===== config.mk =====
export PLATFORM = sky130hd
export DESIGN_NAME = fnga_front
export DESIGN_NICKNAME = d
export VERILOG_FILES = /design/src/hw/rtl/four_neighbour_grid_average_unit_assert.svh /design/src/hw/rtl/fnga_pkg.sv /design/src/hw/rtl/fnga_front.sv
export SDC_FILE = /design/constraint.sdc
export NUM_CORES = 1
export LEC_CHECK = 0
export BUFFER_PORTS_ARGS = -buffer_cell sky130_fd_sc_hd__buf_2
export CAP_MARGIN = 20
export CORE_ASPECT_RATIO = 0.7
export CORE_UTILIZATION = 45
export DETAILED_ROUTE_END_ITERATION = 16
export PLACE_DENSITY_LB_ADDON = 0.1
export SLEW_MARGIN = 5
export SYNTH_ARGS = -nofsm -noshare
export SYNTH_HDL_FRONTEND = slang
export SYNTH_SLANG_ARGS = --single-unit

===== constraint.sdc =====
create_clock -name i_clk -period 2.6 [get_ports i_clk]
set_input_delay 0.65 -clock i_clk [delete_from_list [all_inputs] [get_ports i_clk]]
set_output_delay 0.65 -clock i_clk [all_outputs]
set_load 0.01 [all_outputs]

===== src/hw/rtl/four_neighbour_grid_average_unit_assert.svh =====
// Assertion macros shared by the grid average unit's RTL files.
// No dependencies; taken in by `include where a module checks itself.
`ifndef FOUR_NEIGHBOUR_GRID_AVERAGE_UNIT_ASSERT_SVH
`define FOUR_NEIGHBOUR_GRID_AVERAGE_UNIT_ASSERT_SVH

// Consequent must hold in the same cycle as the antecedent.
`define FNGA_ASSERT_HOLDS(label, clk, rst_n, ante, cons, msg) \
    label: assert property (@(posedge clk) disable iff (!rst_n) (ante) |-> (cons)) \
        else $error(msg);

// Consequent must hold in the cycle after the antecedent.
`define FNGA_ASSERT_NEXT(label, clk, rst_n, ante, cons, msg) \
    label: assert property (@(posedge clk) disable iff (!rst_n) (ante) |=> (cons)) \
        else $error(msg);

`endif


===== src/hw/rtl/fnga_pkg.sv =====
// Shared constants, types and register indexes of the grid average unit.
// No dependencies; imported by every module of the block.
`default_nettype none

package fnga_pkg;

    localparam int MAX_WIDTH   = 1024;
    localparam int MAX_HEIGHT  = 1024;
    localparam int COL_W       = $clog2(MAX_WIDTH);
    localparam int ROW_W       = $clog2(MAX_HEIGHT);
    localparam int CFG_W       = 11;
    localparam int CFG_IDX_W   = 1;
    localparam int DATA_W      = 8;
    localparam int POS_W       = 10;
    localparam int WORD_W      = 2 * DATA_W;
    localparam int S_TDATA_W   = 16;
    localparam int M_TDATA_W   = 40;
    localparam int M_PAD_W     = M_TDATA_W - (2 * DATA_W + 2 * POS_W);
    localparam int QUEUE_DEPTH = 4;
    localparam int QPTR_W      = $clog2(QUEUE_DEPTH);

    localparam logic [CFG_IDX_W-1:0] REG_GRID_WIDTH  = 1'b0;
    localparam logic [CFG_IDX_W-1:0] REG_GRID_HEIGHT = 1'b1;

    // Position of a cell's row within the frame.
    typedef enum logic [1:0] {
        ROW_FIRST,
        ROW_SECOND,
        ROW_INNER,
        ROW_LAST
    } t_row_kind;

    // One classified cell as it travels from the front end to the back end.
    typedef struct packed {
        logic [DATA_W-1:0] temperature;
        logic [DATA_W-1:0] humidity;
        logic [COL_W-1:0]  column;
        logic [ROW_W-1:0]  row;
        t_row_kind         kind;
        logic              col_first;
        logic              col_second;
        logic              col_last;
    } t_item;

endpackage

`default_nettype wire


===== src/hw/rtl/fnga_front.sv =====
// Front end: configuration registers, raster position counters and
// classification of each accepted cell. Depends on fnga_pkg.
`default_nettype none

module fnga_front (
    input  wire logic                            i_clk,
    input  wire logic                            i_rst_n,
    input  wire logic                            i_cfg_wr_en,
    input  wire logic [fnga_pkg::CFG_IDX_W-1:0]  i_cfg_index,
    input  wire logic [fnga_pkg::CFG_W-1:0]      i_cfg_wdata,
    input  wire logic                            i_s_axis_tvalid,
    output logic                                 o_s_axis_tready,
    input  wire logic [fnga_pkg::S_TDATA_W-1:0]  i_s_axis_tdata,
    input  wire logic                            i_queue_full,
    output logic                                 o_push,
    output fnga_pkg::t_item                      o_item
);
    import fnga_pkg::*;

    logic [COL_W-1:0] r_w_m1, n_w_m1;
    logic [ROW_W-1:0] r_h_m1, n_h_m1;
    logic [COL_W-1:0] r_col, n_col;
    logic [ROW_W-1:0] r_row, n_row;
    logic             accept;
    logic             col_last;
    t_row_kind        kind;

    // Out-of-range sizes act as the nearest legal size.
    function automatic logic [31:0] clamp_dim(input logic [CFG_W-1:0] value,
                                              input logic [31:0] max_value);
        logic [31:0] v;
        v = 32'(value);
        if (v < 32'd3) begin
            return 32'd3;
        end
        if (v > max_value) begin
            return max_value;
        end
        return v;
    endfunction

    assign o_s_axis_tready = !i_queue_full;
    assign accept          = i_s_axis_tvalid && !i_queue_full;
    assign o_push          = accept;
    assign col_last        = (r_col == r_w_m1);

    always_comb begin
        if (r_row == '0) begin
            kind = ROW_FIRST;
        end else if (r_row == ROW_W'(1)) begin
            kind = ROW_SECOND;
        end else if (r_row == r_h_m1) begin
            kind = ROW_LAST;
        end else begin
            kind = ROW_INNER;
        end
    end

    always_comb begin
        o_item.temperature = i_s_axis_tdata[DATA_W-1:0];
        o_item.humidity    = i_s_axis_tdata[2*DATA_W-1:DATA_W];
        o_item.column      = r_col;
        o_item.row         = r_row;
        o_item.kind        = kind;
        o_item.col_first   = (r_col == '0);
        o_item.col_second  = (r_col == COL_W'(1));
        o_item.col_last    = col_last;
    end

    always_comb begin
        n_w_m1 = r_w_m1;
        n_h_m1 = r_h_m1;
        n_col  = r_col;
        n_row  = r_row;
        if (i_cfg_wr_en) begin
            case (i_cfg_index)
                REG_GRID_WIDTH: begin
                    n_w_m1 = COL_W'(clamp_dim(i_cfg_wdata, 32'(MAX_WIDTH)) - 32'd1);
                end
                REG_GRID_HEIGHT: begin
                    n_h_m1 = ROW_W'(clamp_dim(i_cfg_wdata, 32'(MAX_HEIGHT)) - 32'd1);
                end
                default: begin
                    n_w_m1 = r_w_m1;
                end
            endcase
            // Any register write starts a new frame.
            n_col = '0;
            n_row = '0;
        end else if (accept) begin
            if (col_last) begin
                n_col = '0;
                n_row = (r_row == r_h_m1) ? '0 : r_row + ROW_W'(1);
            end else begin
                n_col = r_col + COL_W'(1);
            end
        end
    end

    always_ff @(posedge i_clk) begin
        if (!i_rst_n) begin
            r_w_m1 <= COL_W'(MAX_WIDTH - 1);
            r_h_m1 <= ROW_W'(MAX_HEIGHT - 1);
            r_col  <= '0;
            r_row  <= '0;
        end else begin
            r_w_m1 <= n_w_m1;
            r_h_m1 <= n_h_m1;
            r_col  <= n_col;
            r_row  <= n_row;
        end
    end

endmodule

`default_nettype wire


==> impl_metrics.env <==
export IMPL_synth_edf_count=0
export IMPL_drive_gt1_frac=0.2136
export IMPL_status="complete, no violations"
export IMPL_period_minus_slack_ns=2.418
export IMPL_fillers=525
export IMPL_cp_start_kind="register"
export IMPL_cpMaxStageDelayCell="or4_1"
export IMPL_wl_met1_um=3042
export IMPL_yosys_top_cells_count="dfxtp_1, nor2_1, xor2_1"
export IMPL_sw_frac_of_total=0.2515
export IMPL_avgSynthCellArea_um2=8.380
export IMPL_leakage_nw=1.169
export IMPL_p_switching_w=0.0003253
export IMPL_clk_pin_slew_ns=0.08
export IMPL_die_h_um=63.59
export IMPL_min_path_cells=2
export IMPL_pwr_share_clk=0.394
export IMPL_min_period_over_period=0.9299
export IMPL_die_w_um=89.99
export IMPL_ant_nets=0
export IMPL_grt_pass1_vias=1762
export IMPL_reg2reg_depth=5
export IMPL_cts_buffer_depth=2
export IMPL_max_vdd_ir_drop_uv=237.1
export IMPL_synth_top_cell_area_share=0.3284
export IMPL_finalWirelength_um=5636
export IMPL_critPathMaxFanout=8
export IMPL_tightest_slew_ns=0.5605
export IMPL_drv_slew=0
export IMPL_diodes=0
export IMPL_hp_class="reg -> reg"
export IMPL_synth_area_um2=2439
export IMPL_multiInputGateArea_um2=1431
export IMPL_final_cells=395
export IMPL_cts_sinks=40
export IMPL_synth_seq_cells=40
export IMPL_synth_most_common_cell="dfxtp_1"
export IMPL_ys_flop_type="dfxtp_1"
export IMPL_vias=2129
export IMPL_internal_power_w=0.0009683
export IMPL_postCtsSetupBuffers=0
export IMPL_place_inst=387
export IMPL_fin_ws_ns=0.1822
export IMPL_hold_viol_final=0
export IMPL_drv_cap=0
export IMPL_syn2layout_area_growth_pct=12.83
export IMPL_path_buf_inv=1
export IMPL_portBuffers=43
export IMPL_pwr_share_seq=0.497
export IMPL_cts_tree="yes"
export IMPL_insertion_delay_ns=0.30
export IMPL_grt_max_degree=16
export IMPL_vias_per_cell=5.390
export IMPL_gp_congestion=0.8707
export IMPL_max_slew_margin=0.6238
export IMPL_cp_arrival_ns=1.77
export IMPL_fin_tns_setup_ns=0
export IMPL_pre_cts_ws_ns=0.1349
export IMPL_powerDensity_nw_per_um2=470.2
export IMPL_crit_type="reg -> out"
export IMPL_initial_utilization=0.4663
export IMPL_wl_met2_um=2169
export IMPL_dp_hpwl_um=4334
export IMPL_cpPeakStageDelay_ns=0.56
export IMPL_drc=0
export IMPL_cts_buffers=5
export IMPL_combPwrFrac=0.109
export IMPL_firstDrtPassIters=4
export IMPL_yosysWarningCount=0
export IMPL_critical_path_depth=5
export IMPL_grt_usage=0.2066
export IMPL_yosysSeqAreaShare=0.3284
export IMPL_grt_pass1_wl_um=9259
export IMPL_routed_top_layer="met4"
export IMPL_rows=22
export IMPL_antenna_found_initial=0
export IMPL_fmax_mhz=413.6
export IMPL_power_w=0.001294
export IMPL_die_area_um2=5722
export IMPL_setup_viol=0
export IMPL_fin_nets=362
export IMPL_synth_top_area_cell="dfxtp_1"
export IMPL_synth_area_leaders="dfxtp_1, xor2_1, buf_4"
export IMPL_syn_inst=291
export IMPL_grt_ovfl_total=0
export IMPL_worst_ep_required_time_ns=1.95
export IMPL_hold_ws_ns=0.5028
export IMPL_fin_worst_skew_ns=0.01045
export IMPL_synth_cell_types=48
export IMPL_core_area_um2=5230
export IMPL_met3WireLength_um=349
export IMPL_root_buffer="clkbuf_8"
export IMPL_drt_initial_drc_count=99
export IMPL_num_io_pins=76
export IMPL_htreeDepth=2
export IMPL_path_cells="or4_1 > nor2_1 > nand2_1 > a22oi_1 > buf_2"
export IMPL_worstSetupEndpointType="output pin"
export IMPL_cpLargestDelayFamily="simple AND/OR/NAND/NOR gates"
export IMPL_rsz0062_at_grt="false"
export IMPL_regArea_um2=800.8
export IMPL_wl_per_cell_um=14.27
export IMPL_async_flop_share=0
export IMPL_syn_num_nets=331
-- through the flow --
stage | utilization | cell area (um^2)
3_5_place_dp | 0.5038 | 2635
2_1_floorplan | - | 2439
4_1_cts | 0.5244 | 2743
5_1_grt | 0.5261 | 2751
3_3_place_gp | 0.5038 | 2635
6_report | 0.5261 | 2751
-- final timing paths --
path / endpoint / slack (ns) / startpoint
worst min register to register: r_w_m1[6]$_SDFFE_PN1P_ / 0.50 / r_w_m1[6]$_SDFFE_PN1P_
worst max register to register: r_row[2]$_SDFFE_PP0P_ / 0.69 / r_col[6]$_SDFFE_PP0P_
worst max-delay path: o_item[3] / 0.18 / r_row[6]$_SDFFE_PP0P_
worst min-delay path: r_w_m1[6]$_SDFFE_PN1P_ / 0.50 / r_w_m1[6]$_SDFFE_PN1P_
-- flip-flops by register name, summed over array words and instances, names as in the netlist --
signal,count
r_h_m1,10
r_w_m1,10
r_col,10
r_row,10
-- worst register-to-register path, cell delays in order (launching register included) --
cell and delay (ns):
dfxtp_1 0.45, xor2_1 0.14, nor4_4 0.37, nand4_2 0.30
nand2_1 0.40, a31oi_1 0.13
-- logic make-up (layout without fill, tap and decap cells) --
family	after synthesis	after routing	share of synthesized area
adders and majority gates	7	7	0.03591
buffers and inverters	39	71	0.08825
muxes	1	1	0.004105
AOI/OAI and AO/OA	61	61	0.1729
and+or+nand+nor	115	115	0.2699
xor gates and xnor gates	28	28	0.1006
DFF	40	40	0.3284
-- routing by layer --
layer  track usage  up-vias
met3       0.04831        8
met1        0.3204      962
li1              -     1088
met5             0        -
met2        0.2702       71
met4       0.07056        0
-- cell type report --
class	count	area share
well taps	72	0.03274
multi-input cells	212	0.5202
flip-flops and latches	40	0.2910
clock buffers	6	0.02638
inverters	12	0.01683
clock inverters	2	0.01273
repair buffers	51	0.1000
-- power by group through the flow --
stage / Combinational [W] / Sequential (W) / Clock (W)
after floorplan: 0.000115 / 0.000654 / 0
final: 0.000141 / 0.000643 / 0.000509
after detailed placement: 0.000139 / 0.000658 / 0
after CTS: 0.000140 / 0.000644 / 0.000515
after global routing: 0.000158 / 0.000646 / 0.000539
after global placement: 0.000139 / 0.000658 / 0
-- layout by cell type (no fill, tap or decap), drive strengths merged, types with 8 or more instances in the layout --
cell type | synthesis | final
dfxtp | 40 | 40
xor2 | 26 | 26
nor2 | 30 | 30
nand3 | 16 | 16
nor4 | 8 | 8
nand2 | 20 | 20
inv | 11 | 11
o21ai | 15 | 15
buf | 18 | 51
a21oi | 8 | 8
o211ai | 9 | 9
-- what timing repair did --
action / in CTS / in global routing
hold buffers: 0 / 0
resized for setup: 0 / 1
setup endpoints to repair: 0 / 1
Power figures use the tool's default switching activity.
