<file path="src/hw/rtl/four_neighbour_grid_average_unit_assert.svh">
// Assertion macros shared by the grid average unit's RTL files.
// No dependencies; taken in by `include where a module checks itself.
`ifndef FOUR_NEIGHBOUR_GRID_AVERAGE_UNIT_ASSERT_SVH
`define FOUR_NEIGHBOUR_GRID_AVERAGE_UNIT_ASSERT_SVH

// Consequent must hold in the same cycle as the antecedent.
`define FNGA_ASSERT_HOLDS(label, clk, rst_n, ante, cons, msg) \
    label: assert property (@(posedge clk) disable iff (!rst_n) (ante) |-> (cons)) \
        else $error(msg);

// Consequent must hold in the cycle after the antecedent.
`define FNGA_ASSERT_NEXT(label, clk, rst_n, ante, cons, msg) \
    label: assert property (@(posedge clk) disable iff (!rst_n) (ante) |=> (cons)) \
        else $error(msg);

`endif

</file>
<file path="src/hw/rtl/fnga_pkg.sv">
// Shared constants, types and register indexes of the grid average unit.
// No dependencies; imported by every module of the block.
`default_nettype none

package fnga_pkg;

    localparam int MAX_WIDTH   = 1024;
    localparam int MAX_HEIGHT  = 1024;
    localparam int COL_W       = $clog2(MAX_WIDTH);
    localparam int ROW_W       = $clog2(MAX_HEIGHT);
    localparam int CFG_W       = 11;
    localparam int CFG_IDX_W   = 1;
    localparam int DATA_W      = 8;
    localparam int POS_W       = 10;
    localparam int WORD_W      = 2 * DATA_W;
    localparam int S_TDATA_W   = 16;
    localparam int M_TDATA_W   = 40;
    localparam int M_PAD_W     = M_TDATA_W - (2 * DATA_W + 2 * POS_W);
    localparam int QUEUE_DEPTH = 4;
    localparam int QPTR_W      = $clog2(QUEUE_DEPTH);

    localparam logic [CFG_IDX_W-1:0] REG_GRID_WIDTH  = 1'b0;
    localparam logic [CFG_IDX_W-1:0] REG_GRID_HEIGHT = 1'b1;

    // Position of a cell's row within the frame.
    typedef enum logic [1:0] {
        ROW_FIRST,
        ROW_SECOND,
        ROW_INNER,
        ROW_LAST
    } t_row_kind;

    // One classified cell as it travels from the front end to the back end.
    typedef struct packed {
        logic [DATA_W-1:0] temperature;
        logic [DATA_W-1:0] humidity;
        logic [COL_W-1:0]  column;
        logic [ROW_W-1:0]  row;
        t_row_kind         kind;
        logic              col_first;
        logic              col_second;
        logic              col_last;
    } t_item;

endpackage

`default_nettype wire

</file>
<file path="src/hw/rtl/fnga_queue.sv">
// Short first-in first-out queue of classified cells between the front
// and back ends. Depends on fnga_pkg and the assertion macro header.
`default_nettype none
`include "four_neighbour_grid_average_unit_assert.svh"

module fnga_queue (
    input  wire logic            i_clk,
    input  wire logic            i_rst_n,
    input  wire logic            i_push,
    input  wire fnga_pkg::t_item i_item,
    output logic                 o_full,
    input  wire logic            i_pop,
    output logic                 o_head_valid,
    output fnga_pkg::t_item      o_head
);
    import fnga_pkg::*;

    t_item             r_entries [QUEUE_DEPTH];
    logic [QPTR_W-1:0] r_wr_ptr, n_wr_ptr;
    logic [QPTR_W-1:0] r_rd_ptr, n_rd_ptr;
    logic [QPTR_W:0]   r_count, n_count;

    assign o_full       = (r_count == (QPTR_W + 1)'(QUEUE_DEPTH));
    assign o_head_valid = (r_count != '0);
    assign o_head       = r_entries[r_rd_ptr];

    always_comb begin
        n_wr_ptr = i_push ? r_wr_ptr + QPTR_W'(1) : r_wr_ptr;
        n_rd_ptr = i_pop ? r_rd_ptr + QPTR_W'(1) : r_rd_ptr;
        n_count  = r_count;
        if (i_push && !i_pop) begin
            n_count = r_count + (QPTR_W + 1)'(1);
        end else if (i_pop && !i_push) begin
            n_count = r_count - (QPTR_W + 1)'(1);
        end
    end

    always_ff @(posedge i_clk) begin
        if (!i_rst_n) begin
            r_wr_ptr <= '0;
            r_rd_ptr <= '0;
            r_count  <= '0;
        end else begin
            r_wr_ptr <= n_wr_ptr;
            r_rd_ptr <= n_rd_ptr;
            r_count  <= n_count;
        end
    end

    always_ff @(posedge i_clk) begin
        if (i_push) begin
            r_entries[r_wr_ptr] <= i_item;
        end
    end

    `FNGA_ASSERT_HOLDS(a_no_push_when_full, i_clk, i_rst_n, i_push, !o_full, "push into a full queue")
    `FNGA_ASSERT_HOLDS(a_no_pop_when_empty, i_clk, i_rst_n, i_pop, r_count != '0, "pop from an empty queue")
    `FNGA_ASSERT_NEXT(a_count_grows, i_clk, i_rst_n, i_push && !i_pop, r_count == $past(r_count) + 1'b1, "queue count did not grow on push")

endmodule

`default_nettype wire

</file>
<file path="config.mk">
export PLATFORM = sky130hd
export DESIGN_NAME = fnga_queue
export DESIGN_NICKNAME = d
export VERILOG_FILES = /design/src/hw/rtl/fnga_pkg.sv /design/src/hw/rtl/fnga_queue.sv
export VERILOG_INCLUDE_DIRS = /design/src /design/src/hw/rtl
export SDC_FILE = /design/constraint.sdc
export NUM_CORES = 1
export LEC_CHECK = 0
export BUFFER_PORTS_ARGS = -buffer_cell sky130_fd_sc_hd__buf_2
export CAP_MARGIN = 20
export CELL_PAD_IN_SITES_DETAIL_PLACEMENT = 0
export CELL_PAD_IN_SITES_GLOBAL_PLACEMENT = 1
export CORE_UTILIZATION = 48
export CTS_CLUSTER_DIAMETER = 30
export DETAILED_ROUTE_END_ITERATION = 16
export PLACE_DENSITY = 0.8
export SLEW_MARGIN = 20
export SYNTH_ARGS = -nofsm -noshare
export SYNTH_HDL_FRONTEND = slang
export SYNTH_SLANG_ARGS = --single-unit
export TNS_END_PERCENT = 50
</file>
<file path="constraint.sdc">
create_clock -name i_clk -period 2.4 [get_ports i_clk]
set_input_delay 0.24 -clock i_clk [delete_from_list [all_inputs] [get_ports i_clk]]
set_output_delay 0.24 -clock i_clk [all_outputs]
set_load 0.02 [all_outputs]
</file>
==> impl_metrics.xml, run 1 <==
<?xml version="1.0" encoding="UTF-8"?>
<metrics>
  <group name="routing">
    <metric name="post_drt_wl_per_cell" unit="um">19.3</metric>
    <metric name="detail_route.first_pass.iterations" unit="">4</metric>
    <metric name="first_drt_iteration_drcs" unit="">179</metric>
    <metric name="routed-via-count" unit="">2887</metric>
    <metric name="via_per_inst" unit="">5.27</metric>
    <metric name="drtAntennaViolNets" unit="">0</metric>
    <metric name="routed_wirelength" unit="um">10600</metric>
    <metric name="post_detailed_route_drc_marker_count" unit="">0</metric>
  </group>
  <group name="logic_synthesis">
    <metric name="postSynthCellCount" unit="">258</metric>
    <metric name="yosys_register_bits" unit="">173</metric>
    <metric name="net_count_after_synthesis" unit="">309</metric>
    <metric name="post_synth.cell_area_avg" unit="um2">24.9</metric>
    <metric name="synth_area" unit="mm2">0.00641</metric>
    <metric name="synthesis.yosys.warnings" unit="">0</metric>
    <metric name="share_of_the_yosys_chip_area_belonging_to_registers" unit="%">79.6</metric>
    <metric name="synth.distinct_cells" unit="">21</metric>
  </group>
  <group name="global_routing">
    <metric name="grt_max_degree" unit="">42</metric>
    <metric name="first_global_vias" unit="">3128</metric>
    <metric name="gr-total-overflow" unit="">0</metric>
    <metric name="gr-usage-all-layers" unit="%">16.4</metric>
    <metric name="grt_pass1_wl" unit="um">16500</metric>
    <metric name="grt_antenna_before_repair" unit="">1</metric>
  </group>
  <group name="critical_path">
    <metric name="start_kind" unit="">flop</metric>
    <metric name="criticalPathCategory" unit="">flop to output port</metric>
    <metric name="critPathRequiredTime" unit="ns">2.16</metric>
    <metric name="r2r_slack" unit="ns">0.88</metric>
    <metric name="crit_fanout" unit="">16</metric>
    <metric name="biggest_cell_delay_along_the_critical_path" unit="ns">0.55</metric>
    <metric name="critical_path_arrival" unit="ns">1.94</metric>
    <metric name="path_cells" unit="">buf_12 &gt; mux4_2 &gt; buf_2</metric>
    <metric name="slowest_stage" unit="">sky130_fd_sc_hd__mux4_2</metric>
    <metric name="worstSetupEndpointType" unit="">output port</metric>
    <metric name="cp.buffers_inverters" unit="">2</metric>
    <metric name="cell_family_with_the_largest_share_of_critical_path_delay" unit="">multiplexers</metric>
  </group>
  <group name="power">
    <metric name="comb_power_share" unit="%">10.2</metric>
    <metric name="cellInternalPower" unit="uW">5620</metric>
    <metric name="power.density_cell_area" unit="mW/mm2">923</metric>
    <metric name="switching_power" unit="uW">1510</metric>
    <metric name="pwr-share-clk" unit="%">40.3</metric>
    <metric name="power.leakage" unit="uW">0.00265</metric>
    <metric name="power.ir.vdd_worst" unit="mV">0.417</metric>
    <metric name="power_share_of_the_sequential_group" unit="%">49.5</metric>
    <metric name="switching_share" unit="%">21.2</metric>
  </group>
  <group name="timing">
    <metric name="final-max-slew-violation-count" unit="">0</metric>
    <metric name="final-setup-viol-count" unit="">0</metric>
    <metric name="skew" unit="ns">0.00739</metric>
    <metric name="tns" unit="ns">0</metric>
    <metric name="finalHoldViolCount" unit="">0</metric>
    <metric name="achievable-frequency" unit="MHz">459</metric>
    <metric name="finalCriticalPeriod" unit="ns">2.18</metric>
    <metric name="grt_setup_unrepaired" unit="">no</metric>
    <metric name="fin_crit_sh" unit="%">90.7</metric>
    <metric name="relSlewSlack" unit="%">71.5</metric>
    <metric name="max_slew.worst_pin.slew" unit="ns">0.427</metric>
  </group>
  <group name="clock_network">
    <metric name="cts_hold_buf" unit="">0</metric>
    <metric name="cts_htree_levels" unit="">4</metric>
    <metric name="clock_tree.buffer_depth" unit="">2</metric>
    <metric name="clkSlewWorstSetupHoldPaths" unit="ns">0.06</metric>
    <metric name="clock_tree_from_tritoncts" unit="">done</metric>
    <metric name="worst_skew_pair.late_latency" unit="ns">0.42</metric>
    <metric name="cts_repair_resize_count" unit="">0</metric>
    <metric name="cts_post_setup_buffers_inserted" unit="">0</metric>
    <metric name="cts_num_sinks" unit="">173</metric>
    <metric name="clk_root_buffer_cell" unit="">sky130_fd_sc_hd__clkbuf_16</metric>
    <metric name="cts_made_buffers" unit="">17</metric>
  </group>
  <group name="die">
    <metric name="die_x_extent" unit="um">118</metric>
    <metric name="pin_count" unit="">88</metric>
    <metric name="core_area" unit="mm2">0.0128</metric>
    <metric name="chipHeight" unit="um">118</metric>
    <metric name="start_util" unit="%">50.0</metric>
    <metric name="die_area" unit="mm2">0.0138</metric>
    <metric name="row_count" unit="">41</metric>
  </group>
  <group name="min_path">
    <metric name="hold_path.class" unit="">input pin to flop</metric>
  </group>
  <group name="cells_and_area">
    <metric name="fillers" unit="">929</metric>
    <metric name="multi_input_area" unit="mm2">0.00118</metric>
    <metric name="layout.cells.non_filler" unit="">548</metric>
    <metric name="layout-area-overhead-vs-synth" unit="%">20.5</metric>
    <metric name="ff_latch_area" unit="mm2">0.00511</metric>
    <metric name="layout-drive-gt1-share" unit="%">44.8</metric>
    <metric name="fin_nets" unit="">413</metric>
  </group>
  <group name="placement">
    <metric name="dpl_hpwl" unit="um">6330</metric>
    <metric name="port-buffer-count" unit="">87</metric>
    <metric name="dp_cells" unit="">515</metric>
    <metric name="globalplace.congestion" unit="">0.661</metric>
  </group>
  <group name="run">
    <metric name="max_cap_viol_count" unit="">0</metric>
  </group>
  <group name="status">
    <metric name="run_status" unit="">finished clean</metric>
  </group>
</metrics>
-- path summary, 6_finish.rpt --
kind,start,end,depth (start not counted)
hold / removal,i_item[30],r_entries[3][30],1
setup reg to reg,r_count[0],r_count[2],4
hold reg to reg,r_count[2],r_count[2],2
setup / recovery,flop,o_head[24],3
-- per-stage QoR --
step	instance area [um2]	util, %	total power (uW)	setup slack (ns)	hold WS, ns
finish	7730	60.2	7130	0.223	0.0382
CTS	7720	60.2	7190	0.158	0.0206
global route	7720	60.2	7370	0.102	0.0187
global placement	7090	55.3	4310	0.631	0.450
detailed placement	7090	55.3	4340	0.627	0.458
floorplan	6410	-	4080	0.466	0.339
-- power by group through the flow --
stage / Combinational [uW] / Clock [uW] / Sequential, uW
floorplan: 516 / 0 / 3560
global placement: 727 / 0 / 3580
detailed placement: 740 / 0 / 3600
CTS: 744 / 2910 / 3530
global route: 780 / 3050 / 3540
finish: 728 / 2880 / 3530
-- placed cells by master (no fill, tap or decap) --
master                       count
sky130_fd_sc_hd__and2_2          4
sky130_fd_sc_hd__or3_1           2
sky130_fd_sc_hd__nor2b_1         2
sky130_fd_sc_hd__clkinv_1        3
sky130_fd_sc_hd__clkbuf_16      17
sky130_fd_sc_hd__dfxtp_4         1
sky130_fd_sc_hd__dfxtp_1         7
sky130_fd_sc_hd__xnor2_1         2
sky130_fd_sc_hd__and2_1          5
sky130_fd_sc_hd__clkinv_2        2
sky130_fd_sc_hd__mux4_2         40
sky130_fd_sc_hd__dfxtp_2         1
sky130_fd_sc_hd__clkbuf_1        2
sky130_fd_sc_hd__buf_2          87
sky130_fd_sc_hd__edfxtp_1      164
sky130_fd_sc_hd__fa_1            1
sky130_fd_sc_hd__diode_2         1
sky130_fd_sc_hd__nand2_1         1
sky130_fd_sc_hd__clkinv_4        2
sky130_fd_sc_hd__bufinv_16       5
sky130_fd_sc_hd__a21boi_0        1
sky130_fd_sc_hd__mux2i_1         2
sky130_fd_sc_hd__o21ai_0         1
sky130_fd_sc_hd__xor2_1          3
sky130_fd_sc_hd__buf_12          6
sky130_fd_sc_hd__nor3b_1         1
sky130_fd_sc_hd__inv_1           4
sky130_fd_sc_hd__mux4_1          1
sky130_fd_sc_hd__ha_1            5
sky130_fd_sc_hd__buf_4           2
sky130_fd_sc_hd__clkinvlp_4      1
-- registers in the layout (all words and copies together), names as in the netlist, named ones only --
name       flops
r_entries    164
r_count        3
r_wr_ptr       2
r_rd_ptr       2
-- worst register-to-register path, cell delays in order, from the launching register on --
cell and delay (ns):
sky130_fd_sc_hd__dfxtp_1 0.36, sky130_fd_sc_hd__fa_1 0.45, sky130_fd_sc_hd__xor2_1 0.18, sky130_fd_sc_hd__or3_1 0.30, sky130_fd_sc_hd__a21boi_0 0.16
-- cell usage after synthesis --
| cell | number | area (um2) |
|---|---|---|
| sky130_fd_sc_hd__nor3b_1 | 1 | 7.51 |
| sky130_fd_sc_hd__dfxtp_1 | 9 | 180 |
| sky130_fd_sc_hd__mux4_2 | 40 | 901 |
| sky130_fd_sc_hd__nor2b_1 | 2 | 12.5 |
| sky130_fd_sc_hd__edfxtp_1 | 164 | 4920 |
| sky130_fd_sc_hd__a21boi_0 | 1 | 7.51 |
| sky130_fd_sc_hd__buf_2 | 4 | 20.0 |
| sky130_fd_sc_hd__mux2i_1 | 2 | 20.0 |
| sky130_fd_sc_hd__xnor2_1 | 2 | 17.5 |
| sky130_fd_sc_hd__mux4_1 | 1 | 26.3 |
| sky130_fd_sc_hd__or3_1 | 2 | 12.5 |
| sky130_fd_sc_hd__ha_1 | 5 | 62.6 |
| sky130_fd_sc_hd__buf_12 | 4 | 80.1 |
| sky130_fd_sc_hd__buf_6 | 1 | 11.3 |
| sky130_fd_sc_hd__and2_1 | 9 | 56.3 |
| sky130_fd_sc_hd__inv_1 | 4 | 15.0 |
| sky130_fd_sc_hd__xor2_1 | 3 | 26.3 |
| sky130_fd_sc_hd__buf_1 | 1 | 3.75 |
| sky130_fd_sc_hd__fa_1 | 1 | 20.0 |
| sky130_fd_sc_hd__o21ai_0 | 1 | 5.00 |
| sky130_fd_sc_hd__nand2_1 | 1 | 3.75 |
-- logic make-up (layout without fill, tap and decap cells) --
logic type / Yosys count / count (layout) / share of synthesized area, %
xor+xnor: 5 / 5 / 0.683
flops: 173 / 173 / 79.6
other cells: 0 / 1 / 0
fa+ha+maj: 6 / 6 / 1.29
compound gates: 2 / 2 / 0.195
simple gates: 15 / 15 / 1.44
mux: 43 / 43 / 14.8
buf+inv: 14 / 131 / 2.03
-- layer usage --
metal / global-route usage, % / part of all wire (%) / vias up
li1: - / - / 1289
met1: 19.8 / 42 / 1506
met2: 27.0 / 51 / 80
met3: 5.81 / 5.5 / 12
met4: 6.25 / 1.5 / 0
met5: 0 / 0 / -
-- area by class of cell --
type / instances / area share [%]
inverters: 4 / 0.194
flip-flops and latches: 173 / 66.1
clock inverters: 13 / 2.54
clock buffers: 19 / 5.60
multi-input cells: 71 / 15.3
repair buffers: 95 / 7.38
diodes: 1 / 0.0324
well taps: 172 / 2.79
(Power assumes the default switching activity.)
==> run 2: changes to the inputs <==
--- a/config.mk
+++ b/config.mk
@@ -6,10 +6,11 @@
 export SDC_FILE = /design/constraint.sdc
 export NUM_CORES = 1
 export LEC_CHECK = 0
-export BUFFER_PORTS_ARGS = -buffer_cell sky130_fd_sc_hd__buf_2
+export BUFFER_PORTS_ARGS = -buffer_cell sky130_fd_sc_hd__buf_4
 export CAP_MARGIN = 20
 export CELL_PAD_IN_SITES_DETAIL_PLACEMENT = 0
 export CELL_PAD_IN_SITES_GLOBAL_PLACEMENT = 1
+export CORE_MARGIN = 1
 export CORE_UTILIZATION = 48
 export CTS_CLUSTER_DIAMETER = 30
 export DETAILED_ROUTE_END_ITERATION = 16
==> run 2 against run 1 <==
Net effect:
- worst setup slack better by 0.079 ns
- fmax rose by 3.8%
- die area is the same
- count of clock-buffer cells in the layout increased by 1
- global-route usage down 0.38 points
- largest cell class unchanged
- largest power group unchanged
==> impl_metrics.xml, run 2 (synthesis results as in run 1) <==
<?xml version="1.0" encoding="UTF-8"?>
<metrics>
  <group name="global_routing">
    <metric name="gr-usage-all-layers" unit="%">16.0</metric>
    <metric name="grt_pass1_wl" unit="um">16100</metric>
    <metric name="gr-total-overflow" unit="">0</metric>
    <metric name="grt_max_degree" unit="">42</metric>
    <metric name="grt_antenna_before_repair" unit="">0</metric>
    <metric name="first_global_vias" unit="">3006</metric>
  </group>
  <group name="power">
    <metric name="power.ir.vdd_worst" unit="mV">0.406</metric>
    <metric name="power.leakage" unit="uW">0.00268</metric>
    <metric name="switching_power" unit="uW">1470</metric>
    <metric name="cellInternalPower" unit="uW">5470</metric>
    <metric name="power.density_cell_area" unit="mW/mm2">883</metric>
    <metric name="comb_power_share" unit="%">11.8</metric>
    <metric name="power_share_of_the_sequential_group" unit="%">50.6</metric>
    <metric name="pwr-share-clk" unit="%">37.6</metric>
    <metric name="switching_share" unit="%">21.2</metric>
    <metric name="p_total" unit="uW">6940</metric>
  </group>
  <group name="timing">
    <metric name="fin_crit_sh" unit="%">87.4</metric>
    <metric name="max_slew.worst_pin.slew" unit="ns">0.345</metric>
    <metric name="skew" unit="ns">0.00379</metric>
    <metric name="grt_setup_unrepaired" unit="">no</metric>
    <metric name="tns" unit="ns">0</metric>
    <metric name="final-setup-viol-count" unit="">0</metric>
    <metric name="final-max-slew-violation-count" unit="">0</metric>
    <metric name="achievable-frequency" unit="MHz">477</metric>
    <metric name="finalCriticalPeriod" unit="ns">2.10</metric>
    <metric name="relSlewSlack" unit="%">77.0</metric>
    <metric name="finalHoldViolCount" unit="">0</metric>
  </group>
  <group name="critical_path">
    <metric name="slowest_stage" unit="">sky130_fd_sc_hd__mux4_1</metric>
    <metric name="critPathRequiredTime" unit="ns">2.16</metric>
    <metric name="worstSetupEndpointType" unit="">output port</metric>
    <metric name="path_cells" unit="">buf_12 &gt; mux4_1 &gt; buf_4</metric>
    <metric name="cp.buffers_inverters" unit="">2</metric>
    <metric name="start_kind" unit="">flop</metric>
    <metric name="critical_path_arrival" unit="ns">1.86</metric>
    <metric name="criticalPathCategory" unit="">flop to output port</metric>
    <metric name="cell_family_with_the_largest_share_of_critical_path_delay" unit="">multiplexers</metric>
    <metric name="biggest_cell_delay_along_the_critical_path" unit="ns">0.59</metric>
    <metric name="crit_fanout" unit="">41</metric>
  </group>
  <group name="cells_and_area">
    <metric name="layout-drive-gt1-share" unit="%">43.9</metric>
    <metric name="ff_latch_area" unit="mm2">0.00511</metric>
    <metric name="fin_nets" unit="">411</metric>
    <metric name="multi_input_area" unit="mm2">0.00118</metric>
    <metric name="commonest_cells_after_routing_fill_and_taps_aside" unit="">164 x sky130_fd_sc_hd__edfxtp_1, 87 x sky130_fd_sc_hd__buf_4, 40 x sky130_fd_sc_hd__mux4_2, 17 x sky130_fd_sc_hd__clkbuf_16, 7 x sky130_fd_sc_hd__dfxtp_1</metric>
    <metric name="layout.cells.non_filler" unit="">543</metric>
    <metric name="top_regs" unit="">r_entries: 164 flops, r_count: 3 flops</metric>
    <metric name="antenna-diode-count" unit="">0</metric>
    <metric name="max_flop_register" unit="">r_entries</metric>
    <metric name="largest_reg_flops" unit="">164</metric>
    <metric name="mostFrequentLayoutCell" unit="">sky130_fd_sc_hd__edfxtp_1</metric>
    <metric name="fillers" unit="">903</metric>
    <metric name="layout-area-overhead-vs-synth" unit="%">22.5</metric>
  </group>
  <group name="clock_network">
    <metric name="cts_htree_levels" unit="">4</metric>
    <metric name="clk_root_buffer_cell" unit="">sky130_fd_sc_hd__clkbuf_16</metric>
    <metric name="clock_tree_from_tritoncts" unit="">done</metric>
    <metric name="cts_hold_buf" unit="">0</metric>
    <metric name="clkSlewWorstSetupHoldPaths" unit="ns">0.06</metric>
    <metric name="cts_repair_resize_count" unit="">0</metric>
    <metric name="worst_skew_pair.late_latency" unit="ns">0.42</metric>
    <metric name="cts_num_sinks" unit="">173</metric>
    <metric name="cts_made_buffers" unit="">17</metric>
    <metric name="clock_tree.buffer_depth" unit="">2</metric>
    <metric name="cts_post_setup_buffers_inserted" unit="">0</metric>
  </group>
  <group name="routing">
    <metric name="post_detailed_route_drc_marker_count" unit="">0</metric>
    <metric name="routed-via-count" unit="">2829</metric>
    <metric name="detail_route.first_pass.iterations" unit="">4</metric>
    <metric name="first_drt_iteration_drcs" unit="">170</metric>
    <metric name="drtAntennaViolNets" unit="">0</metric>
    <metric name="via_per_inst" unit="">5.21</metric>
    <metric name="post_drt_wl_per_cell" unit="um">18.6</metric>
    <metric name="routed_wirelength" unit="um">10100</metric>
  </group>
  <group name="die">
    <metric name="row_count" unit="">41</metric>
    <metric name="start_util" unit="%">50.0</metric>
    <metric name="die_area" unit="mm2">0.0138</metric>
    <metric name="pin_count" unit="">88</metric>
    <metric name="chipHeight" unit="um">118</metric>
    <metric name="core_area" unit="mm2">0.0128</metric>
    <metric name="die_x_extent" unit="um">118</metric>
  </group>
  <group name="run">
    <metric name="max_cap_viol_count" unit="">0</metric>
  </group>
  <group name="placement">
    <metric name="dpl_hpwl" unit="um">5730</metric>
    <metric name="globalplace.congestion" unit="">0.656</metric>
    <metric name="dp_cells" unit="">513</metric>
    <metric name="port-buffer-count" unit="">87</metric>
  </group>
  <group name="min_path">
    <metric name="hold_path.class" unit="">input pin to flop</metric>
  </group>
  <group name="status">
    <metric name="run_status" unit="">finished clean</metric>
  </group>
</metrics>
==> run 2: cell count changes in the layout (fill, tap and decap cells not counted), sizes merged <==
cell / change
diode: -1
clkinv: -1
bufinv: -2
clkbuf: +1
buf: -2
==> run 2: cell type report <==
cell class / instances / share of cell area (%)
Tap cell: 172 / 2.74
Inverter: 4 / 0.191
Multi-Input combinational cell: 71 / 15.1
Clock buffer: 20 / 5.56
Sequential cell: 173 / 65.0
Clock inverter: 10 / 1.58
Timing Repair Buffer: 93 / 9.84
==> run 2: per-layer routing <==
metal  vias up  GRT usage, %  routed length (um)
met2        78          25.4                5080
met1      1457          19.7                4260
met4         0          7.69                 178
met3        14          5.57                 594
li1       1280             -                   -
met5         -             0                   0
==> run 2: stage by stage <==
stage	worst slack, ns	hold WS, ns	utilization [%]	cell area [um2]
final	0.302	0.0195	61.3	7860
after global routing	0.201	0.00385	61.3	7860
after CTS	0.250	0.000206	61.3	7860
after detailed placement	0.644	0.443	56.9	7300
after global placement	0.717	0.438	56.9	7300
after floorplan	0.466	0.339	-	6410
==> run 2: final timing paths <==
| check | startpoint | endpoint | slack, ns | depth (start not counted) |
|---|---|---|---|---|
| hold / removal | i_item[1] | r_entries[3][1] | 0.02 | 1 |
| setup / recovery | flop | o_head[36] | 0.30 | 3 |
| setup reg to reg | r_count[0] | r_count[2] | 0.89 | 4 |
| hold reg to reg | r_count[2] | r_count[2] | 0.53 | 2 |
==> run 2: power by group through the flow <==
stage | combinational, uW | clock, uW | sequential [uW]
6_report | 821 | 2610 | 3510
4_1_cts | 841 | 2660 | 3510
5_1_grt | 879 | 2770 | 3530
2_1_floorplan | 516 | 0 | 3560
3_3_place_gp | 829 | 0 | 3570
3_5_place_dp | 839 | 0 | 3580
